$ cat config.mk
export PLATFORM = sky130hd
export DESIGN_NAME = atr_cordic_cell
export DESIGN_NICKNAME = d
export VERILOG_FILES = /design/src/rtl/core/atr_pkg.sv /design/src/rtl/core/atr_cordic_cell.sv
export SDC_FILE = /design/constraint.sdc
export NUM_CORES = 1
export LEC_CHECK = 0
export BUFFER_PORTS_ARGS = -buffer_cell sky130_fd_sc_hd__buf_2
export CAP_MARGIN = 25
export CORE_UTILIZATION = 25
export DETAILED_ROUTE_END_ITERATION = 12
export HOLD_SLACK_MARGIN = 0.03
export PLACE_DENSITY = 0.53
export SYNTH_ARGS = -nofsm -noshare
export SYNTH_HDL_FRONTEND = slang
export SYNTH_SLANG_ARGS = --single-unit
$ cat constraint.sdc
create_clock -name i_clk -period 3.7 [get_ports i_clk]
set_input_delay 0.74 -clock i_clk [delete_from_list [all_inputs] [get_ports i_clk]]
set_output_delay 0.74 -clock i_clk [all_outputs]
set_load 0.01 [all_outputs]
$ cat src/rtl/core/atr_pkg.sv
// Shared types, constants and helpers for the tensor rotation pipeline.
`default_nettype none
package atr_pkg;
    localparam int COND_W = 48;
    localparam int ANG_W  = 26;
    localparam int OUT_W  = 49;
    localparam int IN_DW  = 224;
    localparam int OUT_DW = 296;
    localparam int N_LANE = 3;
    localparam int N_ENT  = 6;

    localparam int CORDIC_STEPS = 30;
    localparam int CW = 34;     // cordic datapath width
    localparam int MW = 32;     // rotation matrix entry width
    localparam int PW = 66;     // product / sum width

    localparam int DEG_HALF = 180;
    localparam logic signed [ANG_W:0] FULL_TURN = (ANG_W+1)'(2 * DEG_HALF * 65536);
    localparam logic [24:0] QUARTER_1 = 25'(DEG_HALF * 65536 / 2);
    localparam logic [24:0] QUARTER_2 = 25'(DEG_HALF * 65536);
    localparam logic [24:0] QUARTER_3 = 25'(3 * DEG_HALF * 65536 / 2);

    // pi/180 in Q.46, split for two narrow multipliers
    localparam logic [63:0] DEG_TO_RAD = 64'd1228166276394;
    localparam logic [20:0] D2R_HI = DEG_TO_RAD[40:20];
    localparam logic [19:0] D2R_LO = DEG_TO_RAD[19:0];

    localparam logic signed [CW-1:0] CORDIC_GAIN = 34'sd652032874;
    localparam logic signed [PW-1:0] HALF_Q30 = 66'sd536870912;

    localparam logic [31:0] ATAN_TAB [CORDIC_STEPS] = '{
        32'h3243F6A8, 32'h1DAC6705, 32'h0FADBAFC, 32'h07F56EA6, 32'h03FEAB76,
        32'h01FFD55B, 32'h00FFFAAA, 32'h007FFF55, 32'h003FFFEA, 32'h001FFFFD,
        32'h000FFFFF, 32'h0007FFFF, 32'h0003FFFF, 32'h0001FFFF, 32'h0000FFFF,
        32'h00007FFF, 32'h00003FFF, 32'h00001FFF, 32'h00000FFF, 32'h000007FF,
        32'h000003FF, 32'h000001FF, 32'h000000FF, 32'h0000007F, 32'h0000003F,
        32'h0000001F, 32'h0000000F, 32'h00000007, 32'h00000003, 32'h00000001
    };

    // row / column of each unique tensor entry
    localparam int ENT_I [N_ENT] = '{0, 0, 0, 1, 1, 2};
    localparam int ENT_J [N_ENT] = '{0, 1, 2, 1, 2, 2};

    typedef enum logic [1:0] {
        QUAD_0,
        QUAD_1,
        QUAD_2,
        QUAD_3
    } t_quad;

    typedef struct packed {
        logic [CW-1:0] x;
        logic [CW-1:0] y;
        logic [CW-1:0] z;
    } t_cvec;

    // round-half-up of a Q60 value to Q30
    function automatic logic signed [35:0] rnd30(input logic signed [PW-1:0] p);
        logic signed [PW-1:0] s;
        s = p + HALF_Q30;
        return s[PW-1:30];
    endfunction
endpackage
`default_nettype wire

$ cat src/rtl/core/atr_cordic_cell.sv
// One CORDIC rotation step, registered.
`default_nettype none
module atr_cordic_cell #(
    parameter int STEP = 0
) (
    input  wire logic           i_clk,
    input  wire logic           i_en,
    input  wire atr_pkg::t_cvec i_vec,
    output atr_pkg::t_cvec      o_vec
);
    import atr_pkg::*;

    logic signed [CW-1:0] x, y, z, dx, dy, ang;
    t_cvec n_vec, r_vec;

    always_comb begin
        x   = $signed(i_vec.x);
        y   = $signed(i_vec.y);
        z   = $signed(i_vec.z);
        dx  = y >>> STEP;
        dy  = x >>> STEP;
        ang = $signed({2'b00, ATAN_TAB[STEP]});
        if (!z[CW-1]) begin
            n_vec.x = x - dx;
            n_vec.y = y + dy;
            n_vec.z = z - ang;
        end else begin
            n_vec.x = x + dx;
            n_vec.y = y - dy;
            n_vec.z = z + ang;
        end
    end

    always_ff @(posedge i_clk) begin
        if (i_en) r_vec <= n_vec;
    end

    assign o_vec = r_vec;
endmodule
`default_nettype wire

-- Word level (Yosys, flattened, before mapping)
Cells that the tools add are included.
- input bits: 104
- register bits after elaboration: 102
- muxes and demuxes: 1
- $add $sub $neg: 5
- operators by type and width (operator ; number):
    102-bit two-way mux ; 1
    34-bit subtractor ; 2
    34-bit by 31-bit adder with 34-bit output (second input constant) ; 1
    34-bit adder ; 1
    34-bit by 31-bit subtractor with 34-bit output (second input constant) ; 1

-- Logic depth before layout (Yosys ltp)
Gate-level depths: netlist (run 1).
- depth after elaboration: 2
- gate-level depth with buffers: 12
- gate-level depth less buffers: 11

-- Least setup slack after synthesis (run 1)
Ideal clock, no wire load.
- path kind: input -> register
- start point: input i_vec[33] (netlist bit)
- end point: register r_vec, in the netlist o_vec[29], data pin
- setup time: 266 ps
- buffers on the path: 2
- setup slack: -279 ps
- stages on the path: 12
- arrival: 3713 ps
- data required time: 3434 ps
- cell sequence: clkbuf_1 clkinv_1 buf_2 fa_1 a211oi_2 nor2_1 o31a_1 a211o_1 a311o_1 a21oi_4 nor3_1 or3b_1
- RTL lines (item ; line ; text):
    from (decl) ; atr_cordic_cell.sv:8 ; input wire atr_pkg::t_cvec i_vec,
    to (signal assigned) ; atr_cordic_cell.sv:35 ; if (i_en) r_vec <= n_vec;
    to (decl) ; atr_cordic_cell.sv:14 ; t_cvec n_vec, r_vec;

==> results.md, run 1 <==
- Number of global-route vias before repair: 9898
- Critical Path RT: 3.81 ns
- Yosys top cell area share: 0.288
- Worst-Margin Slew: 0.822 ns
- Hold Worst Slack: 0.562 ns
- Slew HR: 0.446
- Endpoints failing setup: 0
- Post-synth top area cell: edfxtp_1
- First-pass DRT Iterations: 6
- Post-synth top cells: 128 x ha_1, 127 x a21oi_1, 113 x inv_1
- Largest net degree at the start of global routing: 61
- Mapped Nets: 1454
- Final Max Tran Viols: 0
- P per Cell Area: 353 nW/µm²
- Max FFs per register: 101
- Largest stage delay, worst path: 0.46 ns
- RSZ-0062 raised after global routing: false
- Hold buffers post-CTS: 0
- Synth Flop Type: edfxtp_1
- DRT antenna net count: 0
- Layout cells sized above 1: 0.238
- Max-Cap Viols: 0
- M1 GR Usage: 0.226
- Count of state elements after synthesis: 101
- Seq. cell area: 3030 µm²
- Outcome: completed
- Cell chain of the critical path: buf_2 -> inv_1 -> ha_1 -> buf_12 -> or4_4 -> or3_4 -> a211oi_4 -> o21ai_2 -> a311oi_1 -> o21ai_0 -> o31ai_1 -> xnor2_1
- Routed via count: 10.2k
- Dpl hpwl: 30700 µm
- Wire length per cell: 18.1 µm
- P&R area growth vs syn: 25.2%
- Fraction of registers with async set/reset: 0
- # DRC: 0
- Final min period: 3.38 ns
- Critical Path End Type: flop
- Syn. warnings: 0
- Starting DRT DRC Count: 712
- CTS root buf: clkbuf_16
- Post-CTS Resized: 0
- Worst VDD drop: 206 µV
- Max frequency: 296 MHz
- Final hold vios: 0
- Gr busiest metal: met2
- Post-Place Worst Slack: -0.0612 ns
- GP Congestion: 0.894
- Most frequent cell after synthesis: ha_1
- Postcts setup bufs: 0
- CTS tree: built
- I/O pin count: 206
- WP data arrival: 3.49 ns
- Clk buf depth: 2
- Final WS setup: 0.319 ns
- Initial antenna violation count: 3
- P_leak: 5.90 nW
- Total Power: 4.65 mW
- NumNets Final: 1725
- Vias per cell: 5.01
- Main area contributors after synthesis: edfxtp_1 29%, ha_1 15%, a21oi_1 6.0%
- Post-Synthesis Cells: 1218
- Sequential share of the synthesized area: 0.288
- Core Area: 41200 µm²
- Cts bufs inserted: 9
- Initial core utilization: 0.255
- Die height: 207 µm
- Number of flops mapped to enable cells by yosys: 101
- CP max FO: 10
- PortBufs: 205
- Yosys cell types: 77
- Crit Path Category: in -> reg
- Met2 usage: 0.276
- Die width: 207 µm
- Mean Syn Cell Area: 8.64 µm²
- Worst-path cell with the longest stage delay: a311oi_1
- Mapped Area: 10500 µm²
- Multi-input gate area: 6830 µm²
- CTS Sinks: 101
- CP startpoint kind: primary input
- First-pass GRT wire length: 56500 µm
- Hold Path Class: in -> reg
- Fillers: 4373
- Global Route Usage Sum: 0.167
- Final WL: 36700 µm
- Reg clk slew, reported paths: 0.08 ns
- Site Rows: 74
- Final Cycle Share: 0.914
- Final Util: 0.320
- H-tree depth: 3
- Die ar.: 42900 µm²
- Overflow after GRT: 0
- Grt met3 use: 0.0249
stage by stage:
stage,cells,area (µm²),setup TNS (ns)
floorplan,1218,10500,0
global placement,2010,12800,-0.186
detailed placement,2010,12800,-0.106
CTS,2026,13200,0
global route,2028,13200,0
finish,2028,13200,0
cells by family (layout without fill, tap and decap cells):
logic type	after synthesis	after routing	share of synthesized area
buffers and inverters	167	443	0.0631
and+or+nand+nor	300	300	0.140
xor gates and xnor gates	83	83	0.0691
DFF	101	101	0.288
muxes	18	18	0.0171
adders and majority gates	132	132	0.160
AOI/OAI and AO/OA	417	417	0.263
other	0	2	0
critical path, delay by kind of cell:
kind	cells	cell delay, ns
buffers and inverters	3	0.32
AOI/OAI and AO/OA	5	1.14
xor gates and xnor gates	1	0.11
adders and majority gates	1	0.37
and+or+nand+nor	2	0.80
where the power goes:
group | switching, mW | total (mW) | internal, mW
clock | 0.466 | 1.14 | 0.674
combinational | 1.13 | 1.93 | 0.800
sequential | 0.0660 | 1.58 | 1.52
layer usage:
layer	up-vias	share of wire
met1	4843	0.47
met4	0	0.017
met2	308	0.47
met3	24	0.052
li1	4989	-
met5	-	0
area by class of cell:
type                            count  area share
Clock buffer                        9      0.0171
Sequential cell                   101       0.230
Tap cell                          532      0.0505
Inverter                          115      0.0328
Timing Repair Buffer              312       0.141
Clock inverter                      7     0.00987
Multi-Input combinational cell    950       0.518
Antenna cell                        2    0.000380
worst paths after layout:
path | from | endpoint | cells after the start
worst min-delay path | i_vec[1] | o_vec[1] | 1
worst max-delay path | i_vec[45] | o_vec[61] | 12
cell usage in the layout (no fill, tap or decap), types with 9 or more instances in the layout:
cell type,instances
buf_2,203
inv_1,113
o21a_1,19
nand4_1,18
o211ai_1,17
o31ai_1,17
o21ai_0,71
nor4_1,9
nor3_1,22
nand2b_1,12
xor2_1,15
o21bai_1,19
nor2b_1,17
clkbuf_16,9
and3_1,9
buf_4,107
edfxtp_1,101
a21oi_1,127
mux2i_1,18
xnor2_1,68
nor2_1,99
or3_1,9
a21o_1,38
a31oi_1,9
a211oi_1,21
nand3_1,25
ha_1,128
nand2_1,56
Power figures use the tool's default switching activity.
==> run 2: changes to the inputs <==
--- a/config.mk
+++ b/config.mk
@@ -7,10 +7,10 @@
 export LEC_CHECK = 0
 export BUFFER_PORTS_ARGS = -buffer_cell sky130_fd_sc_hd__buf_2
 export CAP_MARGIN = 25
-export CORE_UTILIZATION = 25
+export CORE_UTILIZATION = 40
 export DETAILED_ROUTE_END_ITERATION = 12
 export HOLD_SLACK_MARGIN = 0.03
-export PLACE_DENSITY = 0.53
+export PLACE_DENSITY = 0.72
 export SYNTH_ARGS = -nofsm -noshare
 export SYNTH_HDL_FRONTEND = slang
 export SYNTH_SLANG_ARGS = --single-unit
==> run 2 against run 1 <==
Die area down 37%. Hold slack worse by 0.019 ns. Critical path type unchanged. Cell count down 11%.
==> results.md, run 2 (synthesized netlist as in run 1, its figures left out) <==
- Outcome: completed (unchanged)
- Critical Path End Type: flop (unchanged)
- Global Route Usage Sum: 0.245 (was 0.167)
- Combinational share of power: 0.423 (was 0.415)
- Most common cell after layout, fill and taps aside: buf_2 (unchanged)
- PortBufs: 205 (unchanged)
- GP Congestion: 1.02 (was 0.894)
- Initial antenna violation count: 0 (was 3)
- Fin area: 12700 µm² (was 13200 µm²)
- Dpl cells: 1784 (was 2010)
- Hold buffers post-CTS: 0 (unchanged)
- Final WS setup: 0.218 ns (was 0.319 ns)
- Max FFs per register: 101 (unchanged)
- Worst-path cell with the longest stage delay: o31ai_1 (was a311oi_1)
- P&R area growth vs syn: 20.5% (was 25.2%)
- M1 GR Usage: 0.342 (was 0.226)
- Final min period: 3.48 ns (was 3.38 ns)
- Worst-Margin Slew: 0.838 ns (was 0.822 ns)
- Cts bufs inserted: 9 (unchanged)
- Largest stage delay, worst path: 0.50 ns (was 0.46 ns)
- Max-Cap Viols: 0 (unchanged)
- Core Area: 25500 µm² (was 41200 µm²)
- Reg clk slew, reported paths: 0.09 ns (was 0.08 ns)
- Grt met3 use: 0.0386 (was 0.0249)
- WP data arrival: 3.60 ns (was 3.49 ns)
- Initial core utilization: 0.413 (was 0.255)
- Critical path buffers and inverters: 3 (unchanged)
- Ant diodes: 0 (was 2)
- P_leak: 5.76 nW (was 5.90 nW)
- Worst path most repeated cell: o311a_1
- Cell chain of the critical path: buf_2 -> inv_1 -> ha_1 -> nor2b_1 -> o31a_1 -> buf_4 -> o31ai_1 -> o311a_1 -> o311a_1 -> nor4_1 -> o32ai_1 -> xnor2_1 (was buf_2 -> inv_1 -> ha_1 -> buf_12 -> or4_4 -> or3_4 -> a211oi_4 -> o21ai_2 -> a311oi_1 -> o21ai_0 -> o31ai_1 -> xnor2_1)
- Multi-input gate area: 6830 µm² (unchanged)
- DRT antenna net count: 0 (unchanged)
- Clk buf depth: 2 (unchanged)
- H-tree depth: 3 (unchanged)
- Critical Path RT: 3.82 ns (was 3.81 ns)
- Die height: 164 µm (was 207 µm)
- Wire length per cell: 18.5 µm (was 18.1 µm)
- CP max FO: 4 (was 10)
- Layout cells sized above 1: 0.225 (was 0.238)
- Worst VDD drop: 238 µV (was 206 µV)
- TNS Setup: 0 ns (unchanged)
- CTS Sinks: 101 (unchanged)
- RSZ-0062 raised after global routing: false (unchanged)
- NetSw: 1.67 mW (was 1.66 mW)
- I/O pin count: 206 (unchanged)
- Final Cycle Share: 0.941 (was 0.914)
- Number of global-route vias before repair: 9804 (was 9898)
- Power share of the clock group: 0.222 (was 0.245)
- Endpoints failing setup: 0 (unchanged)
- Vias per cell: 5.71 (was 5.01)
- CTS root buf: clkbuf_16 (unchanged)
- # DRC: 0 (unchanged)
- First-pass DRT Iterations: 6 (unchanged)
- Final cell count without fillers: 1800 (was 2028)
- NumNets Final: 1701 (was 1725)
- Routed via count: 10.3k (was 10.2k)
- Fillers: 2456 (was 4373)
- Final hold vios: 0 (unchanged)
- Die ar.: 27000 µm² (was 42900 µm²)
- Starting DRT DRC Count: 1081 (was 712)
- Final Max Tran Viols: 0 (unchanged)
- Met2 usage: 0.378 (was 0.276)
- Total Power: 4.44 mW (was 4.65 mW)
- Seq. cell area: 3030 µm² (unchanged)
- CP startpoint kind: primary input (unchanged)
- Post-CTS Resized: 0 (unchanged)
- Slew HR: 0.442 (was 0.446)
- Largest net degree at the start of global routing: 68 (was 61)
- Die width: 164 µm (was 207 µm)
- P per Cell Area: 350 nW/µm² (was 353 nW/µm²)
- Dpl hpwl: 27500 µm (was 30700 µm)
- Final WL: 33300 µm (was 36700 µm)
- Crit Path Category: in -> reg (unchanged)
- Gr busiest metal: met2 (unchanged)
- Post-Place Worst Slack: -0.0702 ns (was -0.0612 ns)
- Max frequency: 287 MHz (was 296 MHz)
- CP top delay family: compound AO/OA/AOI/OAI gates (unchanged)
- Sw Ratio: 0.377 (was 0.357)
- Internal Power: 2.77 mW (was 2.99 mW)
- Overflow after GRT: 0 (unchanged)
- DP Area: 12400 µm² (was 12800 µm²)
- Site Rows: 58 (was 74)
- Hold Path Class: in -> reg (unchanged)
- Register share of total power: 0.355 (was 0.340)
- First-pass GRT wire length: 51300 µm (was 56500 µm)
- CTS tree: built (unchanged)
- Postcts setup bufs: 0 (unchanged)
- Commonest non-fill, non-tap cells in the layout: 203 x buf_2, 128 x ha_1, 127 x a21oi_1 (unchanged)
## run 2: cell count changes in the layout (fill, tap and decap cells not counted), sizes merged
cell and change:
bufinv -3, clkinv +1, diode -2, inv +2
buf -24
## run 2: area by class of cell
class	instances	area share
tap	330	0.0326
multi-input combinational	950	0.538
inverter	115	0.0341
clock inverter	7	0.00641
timing repair buffer	288	0.131
sequential	101	0.239
clock buffer	9	0.0178
## run 2: final timing paths
kind / start / end / slack [ns] / cells past startpoint
min: i_vec[2] / o_vec[2] / 0.54 / 1
max: i_vec[35] / o_vec[67] / 0.22 / 12
## run 2: per-layer routing
layer	share of wire	routed length, µm	up-vias
li1	-	-	4948
met1	0.45	15100	4811
met2	0.44	14600	458
met3	0.075	2510	62
met4	0.030	983	0
met5	0	0	-
## run 2: through the flow
| stage | utilization | hold slack, ns |
|---|---|---|
| 3_3_place_gp | 0.486 | 0.916 |
| 3_5_place_dp | 0.486 | 0.919 |
| 6_report | 0.498 | 0.543 |
| 5_1_grt | 0.498 | 0.531 |
| 2_1_floorplan | - | 0.839 |
| 4_1_cts | 0.498 | 0.530 |
## run 2: power by group through the flow
stage / sequential [mW] / combinational, mW / clock (mW)
2_1_floorplan: 1.69 / 1.02 / 0
3_3_place_gp: 1.61 / 1.82 / 0
3_5_place_dp: 1.61 / 1.85 / 0
4_1_cts: 1.58 / 1.86 / 1.01
5_1_grt: 1.59 / 2.05 / 1.04
6_report: 1.58 / 1.88 / 0.986
