$ cat config.mk
export PLATFORM = sky130hd
export DESIGN_NAME = atr_angle_prep
export DESIGN_NICKNAME = d
export VERILOG_FILES = /design/src/rtl/core/atr_pkg.sv /design/src/rtl/core/atr_angle_prep.sv
export SDC_FILE = /design/constraint.sdc
export NUM_CORES = 1
export LEC_CHECK = 0
export BUFFER_PORTS_ARGS = -buffer_cell sky130_fd_sc_hd__buf_2
export CAP_MARGIN = 20
export CORE_ASPECT_RATIO = 2
export CORE_MARGIN = 2
export CORE_UTILIZATION = 40
export CTS_CLUSTER_SIZE = 25
export DETAILED_ROUTE_END_ITERATION = 10
export GPL_ROUTABILITY_DRIVEN = 0
export PLACE_DENSITY_LB_ADDON = 0.08
export SLEW_MARGIN = 10
export SYNTH_ARGS = -nofsm -noshare
export SYNTH_HDL_FRONTEND = slang
export SYNTH_SLANG_ARGS = --single-unit
$ cat constraint.sdc
create_clock -name i_clk -period 11.9 [get_ports i_clk]
set_input_delay 0 -clock i_clk [delete_from_list [all_inputs] [get_ports i_clk]]
set_output_delay 0 -clock i_clk [all_outputs]
set_load 0.02 [all_outputs]
$ cat src/rtl/core/atr_pkg.sv
// Shared types, constants and helpers for the tensor rotation pipeline.
`default_nettype none
package atr_pkg;
    localparam int COND_W = 48;
    localparam int ANG_W  = 26;
    localparam int OUT_W  = 49;
    localparam int IN_DW  = 224;
    localparam int OUT_DW = 296;
    localparam int N_LANE = 3;
    localparam int N_ENT  = 6;

    localparam int CORDIC_STEPS = 30;
    localparam int CW = 34;     // cordic datapath width
    localparam int MW = 32;     // rotation matrix entry width
    localparam int PW = 66;     // product / sum width

    localparam int DEG_HALF = 180;
    localparam logic signed [ANG_W:0] FULL_TURN = (ANG_W+1)'(2 * DEG_HALF * 65536);
    localparam logic [24:0] QUARTER_1 = 25'(DEG_HALF * 65536 / 2);
    localparam logic [24:0] QUARTER_2 = 25'(DEG_HALF * 65536);
    localparam logic [24:0] QUARTER_3 = 25'(3 * DEG_HALF * 65536 / 2);

    // pi/180 in Q.46, split for two narrow multipliers
    localparam logic [63:0] DEG_TO_RAD = 64'd1228166276394;
    localparam logic [20:0] D2R_HI = DEG_TO_RAD[40:20];
    localparam logic [19:0] D2R_LO = DEG_TO_RAD[19:0];

    localparam logic signed [CW-1:0] CORDIC_GAIN = 34'sd652032874;
    localparam logic signed [PW-1:0] HALF_Q30 = 66'sd536870912;

    localparam logic [31:0] ATAN_TAB [CORDIC_STEPS] = '{
        32'h3243F6A8, 32'h1DAC6705, 32'h0FADBAFC, 32'h07F56EA6, 32'h03FEAB76,
        32'h01FFD55B, 32'h00FFFAAA, 32'h007FFF55, 32'h003FFFEA, 32'h001FFFFD,
        32'h000FFFFF, 32'h0007FFFF, 32'h0003FFFF, 32'h0001FFFF, 32'h0000FFFF,
        32'h00007FFF, 32'h00003FFF, 32'h00001FFF, 32'h00000FFF, 32'h000007FF,
        32'h000003FF, 32'h000001FF, 32'h000000FF, 32'h0000007F, 32'h0000003F,
        32'h0000001F, 32'h0000000F, 32'h00000007, 32'h00000003, 32'h00000001
    };

    // row / column of each unique tensor entry
    localparam int ENT_I [N_ENT] = '{0, 0, 0, 1, 1, 2};
    localparam int ENT_J [N_ENT] = '{0, 1, 2, 1, 2, 2};

    typedef enum logic [1:0] {
        QUAD_0,
        QUAD_1,
        QUAD_2,
        QUAD_3
    } t_quad;

    typedef struct packed {
        logic [CW-1:0] x;
        logic [CW-1:0] y;
        logic [CW-1:0] z;
    } t_cvec;

    // round-half-up of a Q60 value to Q30
    function automatic logic signed [35:0] rnd30(input logic signed [PW-1:0] p);
        logic signed [PW-1:0] s;
        s = p + HALF_Q30;
        return s[PW-1:30];
    endfunction
endpackage
`default_nettype wire

$ cat src/rtl/core/atr_angle_prep.sv
// Angle reduction to a quadrant and a radian remainder, three stages.
`default_nettype none
module atr_angle_prep (
    input  wire logic                        i_clk,
    input  wire logic [2:0]                  i_en,
    input  wire logic signed [atr_pkg::ANG_W-1:0] i_angle,
    output logic [atr_pkg::CW-1:0]           o_z,
    output atr_pkg::t_quad                   o_quad
);
    import atr_pkg::*;

    logic signed [ANG_W:0] dd, r1;
    logic [24:0]           ru, rem25;
    t_quad                 quad0;

    logic [22:0] r_rem;
    t_quad       r_q0, r_q1, r_q2;
    logic [43:0] r_ph;
    logic [42:0] r_pl;
    logic [63:0] sum;
    logic [CW-1:0] r_z;

    always_comb begin
        dd = (ANG_W+1)'(i_angle);
        if (dd < 0) begin
            r1 = dd + FULL_TURN;
            if (r1 < 0) r1 = r1 + FULL_TURN;
        end else if (dd >= FULL_TURN) begin
            r1 = dd - FULL_TURN;
        end else begin
            r1 = dd;
        end
        ru = r1[24:0];
        priority if (ru >= QUARTER_3) begin
            quad0 = QUAD_3; rem25 = ru - QUARTER_3;
        end else if (ru >= QUARTER_2) begin
            quad0 = QUAD_2; rem25 = ru - QUARTER_2;
        end else if (ru >= QUARTER_1) begin
            quad0 = QUAD_1; rem25 = ru - QUARTER_1;
        end else begin
            quad0 = QUAD_0; rem25 = ru;
        end
    end

    assign sum = {r_ph, 20'b0} + 64'(r_pl);

    always_ff @(posedge i_clk) begin
        if (i_en[0]) begin
            r_rem <= rem25[22:0];
            r_q0  <= quad0;
        end
        if (i_en[1]) begin
            r_ph <= 44'(r_rem) * 44'(D2R_HI);
            r_pl <= 43'(r_rem) * 43'(D2R_LO);
            r_q1 <= r_q0;
        end
        if (i_en[2]) begin
            r_z  <= {2'b00, sum[63:32]};
            r_q2 <= r_q1;
        end
    end

    assign o_z    = r_z;
    assign o_quad = r_q2;
endmodule
`default_nettype wire

==> After elaboration in Yosys (flattened, before gate mapping) <==
Cells that the tools add are included.
{ "totals": {"reg_bits": 146, "wordCells": 32} }
{ "op_classes": {"n_mux": 8, "multipliers": 2, "magnitude_cmp": 6, "n_reduce_logical": 1, "addsub": 7} }
{ "ops": {"columns": ["operator", "count"], "rows": [
  ["25-bit 2-to-1 mux", 3],
  ["23-bit 2-to-1 mux", 3],
  ["64-bit by 43-bit adder with 64-bit output", 1],
  ["23-bit by 20-bit multiplier with 43-bit output (second input constant)", 1],
  ["23-bit by 19-bit multiplier with 42-bit output (second input constant)", 1],
  ["26-bit by 26-bit adder with 27-bit output (second input constant)", 1],
  ["27-bit by 1-bit less-than comparator with 1-bit output (second input constant)", 1],
  ["26-bit >= comparator (second input constant)", 1],
  ["26-bit by 1-bit less-than comparator with 1-bit output (second input constant)", 1],
  ["25-bit adder (second input constant)", 1],
  ["25-bit by 23-bit >= comparator with 1-bit output (second input constant)", 1],
  ["25-bit by 24-bit >= comparator with 1-bit output (second input constant)", 1],
  ["25-bit >= comparator (second input constant)", 1],
  ["25-bit subtractor (second input constant)", 1],
  ["23-bit by 20-bit subtractor with 23-bit output (second input constant)", 1],
  ["23-bit by 22-bit subtractor with 23-bit output (second input constant)", 1],
  ["23-bit subtractor (second input constant)", 1],
  ["1-bit 2-to-1 mux", 2],
  ["2-bit OR reduction", 1]
]} }

==> Depth between registers and ports, before layout <==
Gate-level depths: netlist of the first run.
{ "logic_depth": {"word_depth": 8, "ltp_mapped": 25, "depth_no_buf": 24} }

==> Worst setup path before layout of the first run <==
OpenSTA, ideal clock, no wires.
{ "synth_timing": {"path_type": "flip-flop to flip-flop", "startpoint": "register r_rem[8]", "endpoint": "register r_ph[28] (data pin)", "path_slack_ps": 5153, "arrival_ps": 6552, "t_required_ps": 11705, "path_stages_with_launch": 23, "n_path_buf": 1, "path_cell_list": "edfxtp_1 -> inv_1 -> fa_1 -> fa_1 -> inv_1 -> fa_1 -> fa_1 -> fa_1 -> fa_1 -> inv_1 -> fa_1 -> inv_1 -> ha_1 -> clkbuf_1 -> a21oi_1 -> o21ai_0 -> a221o_1 -> a21oi_1 -> o21ai_0 -> a21o_1 -> a21o_1 -> a31o_2 -> o311ai_0"} }
{ "synth_between": {"elab_chain_len": 1} }
{ "synth_rtl": {"columns": ["item", "line_no", "text"], "rows": [
  ["start: declaration", "atr_angle_prep.sv:16", "logic [22:0] r_rem;"],
  ["start signal: assignment", "atr_angle_prep.sv:49", "r_rem <= rem25[22:0];"],
  ["23-bit by 20-bit multiplier with 43-bit output", "atr_angle_prep.sv:53", "r_ph <= 44'(r_rem) * 44'(D2R_HI);"],
  ["end signal: assignment", "atr_angle_prep.sv:53", null],
  ["end: declaration", "atr_angle_prep.sv:18", "logic [43:0] r_ph;"]
]} }
Every way passes these cells.
A chain may end at the register's enable or synchronous reset.

==> Final worst setup path of the first run <==
{ "layout_timing": {"startpoint": "register r_rem[12]", "endpoint": "register r_ph[38] (data pin)"} }
Same word-level chain as after synthesis.

==> metrics.md, run 1 <==
| Metric | Value |
|---|---|
| Ports | 66 |
| Synthesis-to-finish area growth | 9.18% |
| Hold buffer count at CTS | 18 |
| IO buf count | 63 |
| Post-synth ARST share | 0% |
| Clk slew on worst S/H paths | approximately 0.06 ns |
| Via density | 5.17 |
| Initial core utilization | 40.6% |
| Gr ovfl total | 0 |
| First-pass GRT wire length | a little over 90 mm |
| Worst Setup EP | r_ph[38]$_DFFE_PP_ |
| Routed wire per std cell | ~23 µm |
| Horiz. Die Dim | approximately 160 µm |
| H-tree levels | 4 |
| Residual DRC | 0 |
| Die ar. | between 50000 and 60000 µm² |
| Die height | 320 µm |
| Maximum fanout along the worst path | 7 |
| Final Cycle Share | 63.3% |
| Status | finished, final reports clean |
| Via count | roughly 14000 |
| TritonCTS Buffers | 17 |
| EDFF count, synth | approximately 130 |
| Setup TNS | 0 ns |
| Max-Cap Viols | 0 |
| Top_reg_cell synth | edfxtp_1 |
| Routing usage on met2 | between 40% and 50% |
| Yosys warnings | 0 |
| Diode count | 0 |
| Seq/Total Area, Yosys | 19.0% |
| Syn avg cell area | 10.6 µm² |
| Mapped Cells | about 1900 |
| Num rows | 115 |
| Initial DRC Count | between 500 and 600 |
| Initial antenna violation count | 0 |
| Core area | 49200 µm² |
| Root Buffer | clkbuf_16 |
| CTS tree | built |
| Clk sinks | about 130 |
| R2R Path End | r_ph[38]$_DFFE_PP_ |
| Tmin final | around 7.5 ns |
| Cts repair resizes | 0 |
| Final net count | ~2700 |
| Setup Buffers After CTS | 0 |
| Total Wirelength | just over 60 mm |
| Met1 Track Usage GR | a little under a quarter |
| Top cell type's share of synthesized area | ~30% |
| Seq cells post-synth | approximately 130 |
| RSZ-0062 raised after global routing | false |
| CP arrival | slightly below 8 ns |
| Clock Path Buffers | 2 |
| Top cell type by total area after synthesis | fa_1 |
| Layout cell share with drive strength beyond 1 | under 10% |
| Most crowded layer after global routing | met2 |
| Clock skew | between 0.03 and 0.04 ns |
| Crit end category | flip-flop |
| RR Startpoint | r_rem[12]$_DFFE_PP_ |
| DR pass1 iterations | 7 |
| Grt met3 use | 2.93% |
| Critical path origin | r_rem[12]$_DFFE_PP_ |
| FF-to-FF path depth | 21 |
| DPL Wire Length | ~53 mm |
| Pin slew with the least headroom to its limit | between 0.9 and 1 ns |
| Kind of critical path | reg2reg |
| Fill count | 4862 |
| Max_slew headroom | 36.9% |
| Top area cells in the synthesized netlist | fa_1 30%, ha_1 23%, edfxtp_1 19% |
| Setup violators final | 0 |
| Mapped cell area | about 20000 µm² |
| Distinct cell type count after synthesis | 70 |
| Routed Antenna Nets | 0 |
| R2r setup slk | between 4 and 5 ns |
| Clk_lat worst skew | roughly 0.48 ns |
| Pin count of the biggest net entering global routing | 58 |
| Worst Setup Start Kind | flip-flop |
| Hold crit path type | in2reg |
| Max Freq | 133 MHz |
| Final Max Tran Viols | 0 |
| Final Hold Fails | 0 |
| GRT Total Usage | between 20% and 30% |
| Worst EP required | about 12 ns |
| Vias in the first global route | 15145 |
==> through the flow <==
step	instances	hold slack [ns]	instance area (µm²)	util, %	setup slack, ns
floorplan	1876	0.0989	20000	-	5.15
global placement	2567	0.193	21000	42.7	4.41
detailed placement	2567	0.198	21000	42.7	4.34
CTS	2616	0.0682	21800	44.3	4.34
global route	2616	0.0649	21800	44.3	3.99
finish	2616	0.0509	21800	44.3	4.37
==> how the worst min path moves through the flow <==
stage | start | end | slack, ns | cells past startpoint
floorplan | i_angle[0] | r_rem[0]$_DFFE_PP_ | 0.1 | 0
global placement | i_angle[0] | r_rem[0]$_DFFE_PP_ | 0.19 | 1
detailed placement | i_angle[0] | r_rem[0]$_DFFE_PP_ | 0.20 | 1
CTS | i_en[1] | r_q1[1]$_DFFE_PP_ | 0.07 | 1
global route | i_en[1] | r_q1[1]$_DFFE_PP_ | 0.06 | 1
finish | i_en[1] | r_q1[1]$_DFFE_PP_ | 0.05 | 1
==> Yosys cell counts (11+ instances only) <==
cell type and instances:
a21o_1 39, inv_1 505, nor2_1 54, nand2b_1 11, and3_1 17, fa_1 299
nand3_1 27, nor3_1 14, nand4_1 14, ha_1 364, o21bai_1 11, clkbuf_1 11
o21ai_0 37, edfxtp_1 126, xnor2_1 61, nand2_1 36, a21oi_1 68, xor2_1 27
o21a_1 11
==> critical path, stage by stage, from the launching register on <==
cell	delay, ns
edfxtp_1	0.59
inv_1	0.47
fa_1	0.54
fa_1	0.55
inv_1	0.06
fa_1	0.52
fa_1	0.47
fa_1	0.54
fa_1	0.64
inv_1	0.08
fa_1	0.51
inv_1	0.04
ha_1	0.37
nand3_1	0.20
nor3_1	0.16
o21ai_0	0.09
o21ai_0	0.54
a21oi_1	0.20
o21a_1	0.25
o21bai_1	0.18
a21oi_1	0.11
xnor2_1	0.14
==> sequential cells by signal (all words and copies together), names as in the netlist <==
name / cells
r_ph: 42
r_pl: 23
r_q1: 2
r_rem: 23
o_z: 32
o_quad: 2
r_q0: 2
==> per-layer routing <==
metal  up-vias  wire length [µm]  part of all wire [%]
li1       6256                 -                     -
met1      6799             19100                    32
met2       294             34400                    57
met3       170              1510                   2.5
met4         0              5550                   9.2
met5         -                 0                     0
==> placed cells by master, fill, tap and decap left out, drive strengths merged, types with 6 or more instances in the layout <==
cell	n
o21ai	39
nor2	54
fa	299
nand2	37
edfxtp	126
ha	364
inv	511
dlygate4sd3	18
and3	17
nor4	7
o211ai	10
a31oi	6
a211oi	12
nand4	14
and2	8
xor2	27
nand2b	11
clkinv	7
a21oi	69
a31o	6
nand3	27
o21bai	11
nor2b	8
xnor2	61
or2	6
clkbuf	17
buf	67
o21a	11
a21o	39
nor3	14
==> area by class of cell <==
cell class	instances	area (µm²)	share of cell area, %
clock inverters	14	159	0.729
well taps	643	805	3.69
flip-flops and latches	126	3780	17.4
inverters	506	1900	8.72
multi-input cells	1225	14200	65.1
repair buffers	85	526	2.41
clock buffers	17	425	1.95
==> cell families after synthesis <==
group	after synthesis	synth area share (%)
other cells	1	0.0188
simple gates	220	5.64
flops	126	19.0
mux	5	0.263
buf+inv	525	9.95
compound gates	247	8.49
fa+ha+maj	663	52.8
xor+xnor	88	3.86
Power of run 1 is left out: the tool's default activity adds up to more than one toggle a clock period on the data nets, which glitch-free logic cannot reach.
==> run 2, diff against run 1 <==
- clock period: 11.9 -> 7.1 ns (I/O delays scaled with it)
==> run 2 against run 1 <==
Maximum frequency grew 9.6%. Critical path type unchanged. Global-route usage shrank 0.69 points. Clock skew decreased by 0.017 ns. Cell area up 2.8%. Highest routed layer unchanged. Sequential share of layout area decreased by 0.47 points. Largest cell class unchanged. Clock-buffer cell count grew 1. Die area is the same. Routed wire length is 2.3% lower. Via count increased by 0.97%. Critical path depth unchanged. First-iteration DRC count fell by 8.8%. Register-to-register slack got worse by 4.1 ns.
==> metrics.md, run 2 (synthesis results as in run 1) <==
| Metric | Value |
|---|---|
| Status | finished, final reports clean |
| Max reg flops | 42 |
| Tmin final | approximately 6.9 ns |
| Clk sinks | 126 |
| FF/Latch Area | roughly 3800 µm² |
| RR Startpoint | r_rem[12]$_DFFE_PP_ |
| Crit end category | flip-flop |
| Final Util | 45.5% |
| CP arrival | a little over 7 ns |
| Ports | 66 |
| Footprint of the multi-input gates | ~14000 µm² |
| DPL Wire Length | approximately 53 mm |
| Pin count of the biggest net entering global routing | 59 |
| Hold crit path type | in2reg |
| Most flop-heavy register | r_ph |
| Gr ovfl total | 0 |
| CTS tree | built |
| Die height | between 300 and 400 µm |
| Setup TNS | 0 ns |
| GRT Total Usage | about a quarter |
| Layout cell share with drive strength beyond 1 | slightly above 10% |
| First-pass GRT wire length | 88.4 mm |
| Final Cycle Share | a little over nine tenths |
| Die ar. | between 50000 and 60000 µm² |
| Initial antenna violation count | 0 |
| Vias in the first global route | about 15000 |
| Commonest non-fill, non-tap cells in the layout | 502 x inv_1, 364 x ha_1, 299 x fa_1 |
| Worst Setup Start Kind | flip-flop |
| Maximum fanout along the worst path | 6 |
| Final net count | about 2700 |
| DR pass1 iterations | 4 |
| Clk slew on worst S/H paths | about 0.060 ns |
| Commonest non-fill, non-tap cell in the layout | inv_1 |
| Final Hold Fails | 0 |
| Routed Antenna Nets | 0 |
| Setup violators final | 0 |
| Via count | 13650 |
| Diode count | 0 |
| R2R Path End | r_ph[28]$_DFFE_PP_ |
| Final Max Tran Viols | 0 |
| Clock Path Buffers | 2 |
| Root Buffer | clkbuf_16 |
| Residual DRC | 0 |
| IO buf count | 63 |
| Pin slew with the least headroom to its limit | roughly 0.95 ns |
| Horiz. Die Dim | between 150 and 200 µm |
| RSZ-0062 raised after global routing | false |
| Max_slew headroom | approximately 37% |
| Hold_sp | i_angle[17] |
| Fill count | between 4000 and 5000 |
| Max-Cap Viols | 0 |
| Worst-case hold path end point | r_rem[17]$_DFFE_PP_ |
| Clk_lat worst skew | 0.45 ns |
| Synthesis-to-finish area growth | 12.2% |
| TritonCTS Buffers | 17 |
| Core area | 49200 µm² |
| Num rows | 115 |
| Worst EP required | between 7 and 8 ns |
| R2r setup slk | around 0.23 ns |
| Initial DRC Count | approximately 490 |
| Max Freq | around 150 MHz |
| Kind of critical path | reg2reg |
| FF-to-FF path depth | 21 |
| Hold path cells | 3 |
| H-tree levels | 4 |
| Clock skew | around 0.015 ns |
| Via density | 5.06 |
| Total Wirelength | approximately 59 mm |
| Initial core utilization | ~41% |
| Routed wire per std cell | approximately 22 µm |
[run 2: worst max-delay path, cell delays in order, from the launching register on]
cell	delay, ns
edfxtp_1	0.52
buf_4	0.21
ha_1	0.28
inv_1	0.21
fa_1	0.48
fa_1	0.52
inv_1	0.05
fa_1	0.46
fa_1	0.52
fa_1	0.64
inv_1	0.08
fa_1	0.50
inv_1	0.04
ha_1	0.31
and3_1	0.19
a221o_1	0.32
a21oi_1	0.21
o21ai_2	0.14
a21o_1	0.20
a21o_1	0.19
a31o_2	0.27
o311ai_0	0.31
[run 2: per-stage QoR]
stage	setup WS [ns]	std cells	hold slack [ns]	area, µm²
6_report	0.232	2696	0.0496	22400
5_1_grt	0.0105	2696	0.0409	22400
4_1_cts	0.0230	2691	0.0150	22300
3_5_place_dp	0.0308	2642	0.198	21600
2_1_floorplan	0.353	1876	0.0989	20000
3_3_place_gp	0.106	2642	0.195	21600
[run 2: what timing repair did]
action	4_1_cts	5_1_grt
setup buffers	0	5
endpoints found under the setup margin	0	10
resized for setup	0	8
hold buffers	17	0
hold endpoints to repair	17	0
[run 2: worst max-delay path by stage]
stage | from | to | cells past startpoint | slack (ns)
6_report | r_rem[12]$_DFFE_PP_ | r_ph[28]$_DFFE_PP_ | 21 | 0.23
3_5_place_dp | r_rem[10]$_DFFE_PP_ | r_ph[38]$_DFFE_PP_ | 22 | 0.03
2_1_floorplan | r_rem[8]$_DFFE_PP_ | r_ph[28]$_DFFE_PP_ | 22 | 0.35
3_3_place_gp | r_rem[7]$_DFFE_PP_ | r_ph[38]$_DFFE_PP_ | 23 | 0.11
4_1_cts | r_rem[10]$_DFFE_PP_ | r_ph[38]$_DFFE_PP_ | 22 | 0.02
5_1_grt | r_rem[15]$_DFFE_PP_ | r_ph[43]$_DFFE_PP_ | 25 | 0.01
[run 2: routing by layer]
metal	global-route usage (%)	vias up	part of all wire [%]
li1	-	6424	-
met1	22.8	6826	33
met2	45.9	253	56
met3	2.68	147	2.2
met4	16.5	0	8.2
met5	0	-	0
[run 2: layout make-up]
type / count / area share [%]
clock buffer: 18 / 1.92
clock inverter: 14 / 0.709
inverter: 506 / 8.48
multi-input combinational: 1225 / 63.4
sequential: 126 / 16.9
tap: 643 / 3.59
timing repair buffer: 164 / 4.98
Power of run 2 is left out for the same reason.
